## src/rtl/apu_pkg.sv

```systemverilog
`timescale 1ns / 1ps

package apu_pkg;

    localparam int MAX_WIDTH    = 2048;
    localparam int MAX_CHANNELS = 4;

    localparam int PIX_W   = 8;
    localparam int NUM_CH  = 4;
    localparam int WORD_W  = PIX_W * NUM_CH;
    localparam int COL_W   = (MAX_WIDTH > 1) ? $clog2(MAX_WIDTH) : 1;
    localparam int IMG_W_W = 12;
    localparam int IMG_H_W = 16;
    localparam int BPP_W   = 3;
    localparam int CFG_IDX_W  = 2;
    localparam int CFG_DATA_W = 16;
    localparam int CMP_W   = (COL_W + 1 > IMG_W_W) ? COL_W + 1 : IMG_W_W;

    typedef enum logic [CFG_IDX_W-1:0] {
        CFG_IMAGE_WIDTH     = 2'd0,
        CFG_IMAGE_HEIGHT    = 2'd1,
        CFG_BYTES_PER_PIXEL = 2'd2,
        CFG_NONE            = 2'd3
    } t_cfg_idx;

    typedef logic [PIX_W-1:0] t_byte;

    typedef struct packed {
        logic              has_left;
        logic              has_up;
        logic [NUM_CH-1:0] ch_en;
    } t_pred_ctl;

endpackage

```

## src/rtl/apu_predict.sv

```systemverilog
`timescale 1ns / 1ps

module apu_predict (
    input  apu_pkg::t_pred_ctl             i_ctl,
    input  logic [apu_pkg::WORD_W-1:0]     i_diff,
    input  logic [apu_pkg::WORD_W-1:0]     i_left,
    input  logic [apu_pkg::WORD_W-1:0]     i_up,
    output logic [apu_pkg::WORD_W-1:0]     o_pix
);

    always_comb begin
        logic [apu_pkg::PIX_W-1:0] l;
        logic [apu_pkg::PIX_W-1:0] u;
        logic [apu_pkg::PIX_W-1:0] pred;
        logic [apu_pkg::PIX_W:0]   sum;
        o_pix = '0;
        for (int c = 0; c < apu_pkg::NUM_CH; c++) begin
            l    = i_left[c*apu_pkg::PIX_W +: apu_pkg::PIX_W];
            u    = i_up[c*apu_pkg::PIX_W +: apu_pkg::PIX_W];
            sum  = {1'b0, l} + {1'b0, u};
            priority if (i_ctl.has_left && i_ctl.has_up) begin
                pred = sum[apu_pkg::PIX_W:1];
            end else if (i_ctl.has_left) begin
                pred = l;
            end else if (i_ctl.has_up) begin
                pred = u;
            end else begin
                pred = '0;
            end
            if (i_ctl.ch_en[c]) begin
                o_pix[c*apu_pkg::PIX_W +: apu_pkg::PIX_W] =
                    i_diff[c*apu_pkg::PIX_W +: apu_pkg::PIX_W] + pred;
            end
        end
    end

endmodule

```

## config.mk

```make
export PLATFORM = sky130hd
export DESIGN_NAME = apu_predict
export DESIGN_NICKNAME = d
export VERILOG_FILES = /design/src/rtl/apu_pkg.sv /design/src/rtl/apu_predict.sv
export SDC_FILE = /design/constraint.sdc
export NUM_CORES = 1
export LEC_CHECK = 0
export ABC_CLOCK_PERIOD_IN_PS = 3590
export BUFFER_PORTS_ARGS = -buffer_cell sky130_fd_sc_hd__buf_2
export CORE_MARGIN = 10
export CORE_UTILIZATION = 30
export DETAILED_ROUTE_END_ITERATION = 10
export PLACE_DENSITY = 0.57
export SLEW_MARGIN = 0
export SYNTH_ARGS = -nofsm -noshare
export SYNTH_HDL_FRONTEND = slang
export SYNTH_SLANG_ARGS = --single-unit
```

## constraint.sdc

```tcl
create_clock -name vclk -period 3.59
set_input_delay 0.359 -clock vclk [all_inputs]
set_output_delay 0.359 -clock vclk [all_outputs]
set_load 0.005 [all_outputs]
```

; ---- After elaboration in Yosys (flattened, before gate mapping)
; Index checks and enable logic that the tools add are counted.
[word_totals]
ff_bits = 0
input_bits = 102
out_inout_bits = 32
[op_classes]
add_sub_neg = 8
muxes = 16
n_reduce_logical = 1
[op_table]
columns = cell, n
row1 = two-way mux 8 bit, 16
row2 = adder 8 x 8 -> 9 bit, 4
row3 = adder 8 bit, 4
row4 = logical AND 1 bit, 1

; ---- Depth between registers and ports, before layout
; Gate-level depths: netlist of run 1.
[logic_depth]
depth_word = 5
ltp_mapped = 14
mapped_depth_nobuf = 14

; ---- Worst setup path after synthesis of run 1
; No wires, ideal clock.
[synth_path]
path_kind = input -> output
startpoint = input port i_left[8] (netlist name)
endpoint = output port o_pix[15] (netlist name)
t_arrival_ns = 3.113
setup_slack_ns = 0.118
stages = 14
path_buffers = 0
cell_sequence = and2_1 fa_1 a21oi_1 inv_1 a21oi_1 xnor2_1 mux2_2 a22o_1 ha_1 o21ai_0 a21oi_1 or4_1 and3_1 mux2_2
[synth_via]
elab_chain_len = 4
[synth_rtl]
columns = element, line
row1 = "start, declared", apu_predict.sv:6  ; input logic [apu_pkg::WORD_W-1:0] i_left,
row2 = adder 8 x 8 -> 9 bit / two-way mux 8 bit (equally long branches), "apu_predict.sv:20, apu_predict.sv:23"
row3 = two-way mux 8 bit *, apu_predict.sv:21  ; priority if (i_ctl.has_left && i_ctl.has_up) begin
row4 = adder 8 bit *, apu_predict.sv:32  ; i_diff[c*apu_pkg::PIX_W +: apu_pkg::PIX_W] + pred;
row5 = two-way mux 8 bit *, apu_predict.sv:30  ; if (i_ctl.ch_en[c]) begin
row6 = "end, declared", apu_predict.sv:8  ; output logic [apu_pkg::WORD_W-1:0] o_pix
; Every way passes the cells marked *; elsewhere a longest branch is shown, timed or not.

; ---- Final worst setup path of run 1
[layout_path]
startpoint = input port i_up[8] (netlist name)
endpoint = output port o_pix[15] (netlist name)
[layout_via]
elab_chain_len = 5
[layout_rtl]
columns = element, line
row1 = "start, declared", apu_predict.sv:7  ; input logic [apu_pkg::WORD_W-1:0] i_up,
row2 = "parallel branches: the longest is 2 deep, another holds adder 8 x 8 -> 9 bit", -
row3 = two-way mux 8 bit *, apu_predict.sv:21
row4 = adder 8 bit *, apu_predict.sv:32
row5 = two-way mux 8 bit *, apu_predict.sv:30
; Mark *: on every way between the ends.

==> impl_metrics.env, run 1 <==
export IMPL_status="finished, violations left"
export IMPL_violations="negative setup slack"
export IMPL_vdd_ir_drop_max_v=0.0000676
export IMPL_antenna_found_initial=0
export IMPL_syn2layout_area_growth_pct=40.0
export IMPL_clock_buffers=0
export IMPL_final_cell_mix="buf_2, ha_1, nand2_1"
export IMPL_routedWlPerCell_um=15.1
export IMPL_grt_pass1_vias=3580
export IMPL_die_y_um=120
export IMPL_crit_type="primary input to output pin"
export IMPL_seq_area_frac_synth=0
export IMPL_rsz0062_at_grt="yes"
export IMPL_die_area_um2=14400
export IMPL_num_vias=3478
export IMPL_crit_start="i_up[8]"
export IMPL_grt_max_degree=23
export IMPL_finalSetupViolations=1
export IMPL_grt_pass1_wl_um=16600
export IMPL_detailedPlacementHpwl_um=8640
export IMPL_yosys_area_top_type="ha_1"
export IMPL_crit_fanout=2
export IMPL_synth_top_cell_area_share=0.233
export IMPL_fillers=1030
export IMPL_worstHoldPathType="primary input to output pin"
export IMPL_yosys_top_cells_area="ha_1, a21oi_1, xnor2_1"
export IMPL_cp_end_kind="output pin"
export IMPL_p_per_area_nw_per_um2=190
export IMPL_crit_end="o_pix[15]"
export IMPL_core_area_um2=9770
export IMPL_fin_ws_ps=-133
export IMPL_holdBufCountCts=0
export IMPL_cp_data_required_time_ps=3230
export IMPL_route_detailed_drc=0
export IMPL_finalWirelength_um=10200
export IMPL_gr_usage_all_layers=0.130
export IMPL_holdWs_ps=1100
export IMPL_final_cell_area_um2=4210
export IMPL_drv_slew=0
export IMPL_syn_nets=562
export IMPL_max_slew_worst_pin_slew_ps=865
export IMPL_dpl_cell_area_um2=3970
export IMPL_report_final_hold_viol_count=0
export IMPL_via_per_inst=5.14
export IMPL_total_leakage_power_nw=2.10
export IMPL_cap_violations=0
export IMPL_finalCritPeriodShare=1.04
export IMPL_start_kind="primary input"
export IMPL_drive_gt1_frac=0.396
export IMPL_die_x_um=120
export IMPL_yosys_warnings=0
export IMPL_diodes=0
export IMPL_finalCriticalPeriod_ps=3720
export IMPL_place_congestion=0.814
export IMPL_io_pins=134
export IMPL_grt_overflow=0
export IMPL_portBuffers=134
export IMPL_synthCells=396
export IMPL_seqCellArea_um2=0
export IMPL_antenna_left=0
export IMPL_synth_cell_types=43
export IMPL_mostFrequentLayoutCell="buf_2"
export IMPL_dr_pass1_iters=4
export IMPL_syn_area_um2=3010
export IMPL_first_iter_violations=182
export IMPL_power_mw=0.798
export IMPL_start_util=0.308
export IMPL_critPathArrivalTime_ps=3360
export IMPL_fmax_ghz=0.269
export IMPL_final_nets=711
export IMPL_slew_headroom=0.422
export IMPL_rows=36
export IMPL_avgSynthCellArea_um2=7.60
export IMPL_seq_cell_count=0
cells in the mapped netlist (all sizes together), types with 2 or more instances:
master,number
ha,56
a21oi,38
o21ai,30
nand2,25
inv,21
xnor2,21
and2,20
nor2b,15
a21o,12
a22o,12
a22oi,12
nand2b,11
a211oi,10
mux2,9
buf,8
fa,8
nor2,8
xor2,8
or3,6
clkbuf,5
mux2i,5
nor3,5
a31oi,4
a32o,4
and3,4
nor3b,4
o21a,4
o22ai,4
or2,4
a31o,3
nand4,3
nor4,3
o21bai,3
xnor3,3
nand3,2
o41ai,2
final cells by class:
| class | instances | area [um2] | share of cell area |
|---|---|---|---|
| multi-input cells | 362 | 3060 | 0.726 |
| repair buffers | 160 | 910 | 0.216 |
| well taps | 133 | 166 | 0.0395 |
| inverters | 21 | 78.8 | 0.0187 |
logic make-up (layout without fill, tap and decap cells):
family                   count (synthesis)  count (layout)  synth area share
multiplexers                            14              14            0.0503
AND/OR/NAND/NOR                        112             112             0.205
buffers and inverters                   34             181            0.0449
AO/OA/AOI/OAI                          140             140             0.307
adder cells (fa/ha/maj)                 64              64             0.286
XOR/XNOR                                32              32             0.107
per-stage QoR:
step                      TNS, ps  utilization  worst slack (ps)  instances
after floorplan                 0            -               118        396
after global placement       -235        0.407              -220        671
after detailed placement     -331        0.407              -241        671
after CTS                    -133        0.411              -133        673
after global routing         -398        0.431              -260        676
final                        -133        0.431              -133        676
metal layers:
layer | global-route usage | routed length [um] | up-vias
li1 | - | - | 1769
met1 | 0.164 | 4570 | 1617
met2 | 0.237 | 5050 | 82
met3 | 0.0206 | 489 | 10
met4 | 0.00452 | 61 | 0
met5 | 0 | 0 | -
critical path: stages:
cell     delay, ps
buf_6           90
and2_4         150
fa_2           360
a21oi_2        150
inv_1           60
a21oi_2        120
xnor2_1         90
mux2_4         260
a22o_1         230
ha_4           250
o21ai_2        120
a21oi_2         50
or4_4          530
and3_4         180
mux2_4         260
buf_6          120
timing repair:
item                                    4_1_cts  5_1_grt
gates resized for setup                       7       43
pin swaps                                     2       13
buffers inserted                              2        3
endpoints found under the setup margin        3        8
where the power goes:
part	leakage, nW	internal, mW	switching, mW
registers	0	0	0
clock network	0	0	0
logic	2.10	0.422	0.376
worst min path at each step:
| stage | depth (start not counted) | startpoint | to | slack, ps |
|---|---|---|---|---|
| floorplan | 1 | i_ctl[0] | o_pix[0] | 830 |
| global placement | 3 | i_ctl[2] | o_pix[16] | 1100 |
| detailed placement | 3 | i_ctl[2] | o_pix[19] | 1110 |
| CTS | 3 | i_ctl[2] | o_pix[19] | 1110 |
| global route | 3 | i_ctl[2] | o_pix[20] | 1130 |
| finish | 3 | i_ctl[2] | o_pix[19] | 1100 |
No activity file was read; power rests on OpenSTA's default activity.
==> run 2, diff against run 1 <==
- ABC_CLOCK_PERIOD_IN_PS: 3590 -> 4400
- PLACE_DENSITY: 0.57 -> 0.55
- clock period: 3.59 -> 4.4 ns (I/O delays scaled with it)
==> run 2 against run 1 <==
Effect of this change: the run now ends clean; power shrank 29%; largest power group unchanged; routed wire length decreased by 5.9%; sequential share of layout area did not move; cell area down 8.5%; die area is the same; via count shrank 4.9%; combinational power down 29%; critical endpoint unchanged; highest routed layer unchanged.
==> impl_metrics.env, run 2 (synthesized netlist as in run 1, its figures left out) <==
export IMPL_drv_slew=0
export IMPL_final_nets=693
export IMPL_cap_violations=0
export IMPL_vdd_ir_drop_max_v=0.0000595
export IMPL_final_cell_mix="buf_2, ha_1, a21oi_1"
export IMPL_slew_headroom=0.669
export IMPL_p_per_area_nw_per_um2=146
export IMPL_met1_usage=0.156
export IMPL_top_usage_layer="met2"
export IMPL_cp_end_kind="output pin"
export IMPL_num_vias=3306
export IMPL_antenna_left=0
export IMPL_portBuffers=134
export IMPL_worstHoldPathType="primary input to output pin"
export IMPL_routedWlPerCell_um=14.5
export IMPL_dpl_cell_area_um2=3850
export IMPL_place_congestion=0.822
export IMPL_gr_usage_all_layers=0.128
export IMPL_route_detailed_drc=0
export IMPL_preCtsSetupSlack_ps=377
export IMPL_drive_gt1_frac=0.310
export IMPL_holdWs_ps=1250
export IMPL_start_util=0.308
export IMPL_status="finished, final reports clean"
export IMPL_report_final_hold_viol_count=0
export IMPL_fmax_ghz=0.248
export IMPL_syn2layout_area_growth_pct=28.1
export IMPL_finalWirelength_um=9570
export IMPL_finalCritPeriodShare=0.917
export IMPL_rows=36
export IMPL_die_area_um2=14400
export IMPL_final_cell_area_um2=3850
export IMPL_total_leakage_power_nw=1.98
export IMPL_antenna_found_initial=1
export IMPL_multi_input_area_um2=2880
export IMPL_seq_cell_count=0
export IMPL_p_seq_frac=0
export IMPL_share_comb_of_total_power=1.000
export IMPL_die_y_um=120
export IMPL_max_slew_worst_pin_slew_ps=496
export IMPL_grt_pass1_wl_um=16200
export IMPL_holdBufCountCts=0
export IMPL_via_per_inst=5.02
export IMPL_die_x_um=120
export IMPL_dp_cells=658
export IMPL_io_pins=134
export IMPL_post_cts_setup_buffers=0
export IMPL_grt_pass1_vias=3515
export IMPL_cts_repair_resized=0
export IMPL_p_switching_mw=0.272
export IMPL_clock_buffers=0
export IMPL_start_kind="primary input"
export IMPL_rsz0062_at_grt="no"
export IMPL_seqCellArea_um2=0
export IMPL_p_sw_frac=0.482
export IMPL_finalSetupViolations=0
export IMPL_grt_overflow=0
export IMPL_p_clk_frac=0
export IMPL_mostFrequentLayoutCell="buf_2"
export IMPL_power_internal_mw=0.292
export IMPL_cp_data_required_time_ps=3960
export IMPL_fin_cells=659
export IMPL_grt_max_degree=33
export IMPL_critPathArrivalTime_ps=3600
export IMPL_fillers=1087
export IMPL_fin_ws_ps=365
export IMPL_crit_type="primary input to output pin"
export IMPL_first_iter_violations=88
export IMPL_core_area_um2=9770
export IMPL_detailedPlacementHpwl_um=8490
export IMPL_final_setup_tns_ps=0
export IMPL_grtUsageMet3=0.0323
export IMPL_dr_pass1_iters=4
export IMPL_met2_usage=0.232
export IMPL_crit_fanout=3
export IMPL_finalCriticalPeriod_ps=4040
run 2: changes by cell type in the layout (fill, tap and decap cells not counted), moves of 3 or more:
cell	previous run	this run
a21oi_1	21	37
a21oi_2	16	1
fa_1	5	8
a211oi_1	3	7
ha_1	53	56
buf_4	24	8
fa_2	3	0
buf_2	131	134
o21ai_0	21	30
o21ai_1	8	0
buf_6	3	0
a211oi_2	7	3
ha_4	3	0
run 2: area by class of cell:
| cell class | count | area share |
|---|---|---|
| timing repair buffer | 142 | 0.190 |
| tap | 133 | 0.0432 |
| antenna | 1 | 0.000649 |
| multi-input combinational | 362 | 0.746 |
| inverter | 21 | 0.0205 |
run 2: power groups by stage:
stage / clock [mW] / sequential [mW] / combinational, mW
CTS: 0 / 0 / 0.573
global route: 0 / 0 / 0.648
detailed placement: 0 / 0 / 0.570
finish: 0.0000000304 / 0 / 0.564
floorplan: 0 / 0 / 0.387
global placement: 0 / 0 / 0.560
run 2: per-layer routing:
| layer | vias to the layer above | routed length [um] |
|---|---|---|
| met5 | - | 0 |
| met4 | 0 | 21 |
| met3 | 2 | 698 |
| met2 | 80 | 4580 |
| met1 | 1484 | 4270 |
| li1 | 1740 | - |
run 2: worst paths after layout:
path	start	endpoint	slack, ps	cells past startpoint
worst max-delay path	i_left[8]	o_pix[15]	360	16
worst min-delay path	i_ctl[3]	o_pix[31]	1250	3
run 2: worst max-delay path, stage by stage:
cell and delay (ps):
buf_2 110, and2_1 160, fa_1 400, a21oi_1 200, inv_1 60, a21oi_1 170, xnor2_1 80, mux2_2 260
a22o_1 180, ha_1 310, o21ai_0 170, a21oi_1 70, or4_1 420, and3_1 190, mux2_2 250, buf_2 130
run 2: metrics by stage:
| stage | total power, mW | utilization |
|---|---|---|
| floorplan | 0.387 | - |
| global placement | 0.560 | 0.394 |
| detailed placement | 0.570 | 0.394 |
| CTS | 0.573 | 0.394 |
| global route | 0.648 | 0.394 |
| finish | 0.564 | 0.394 |
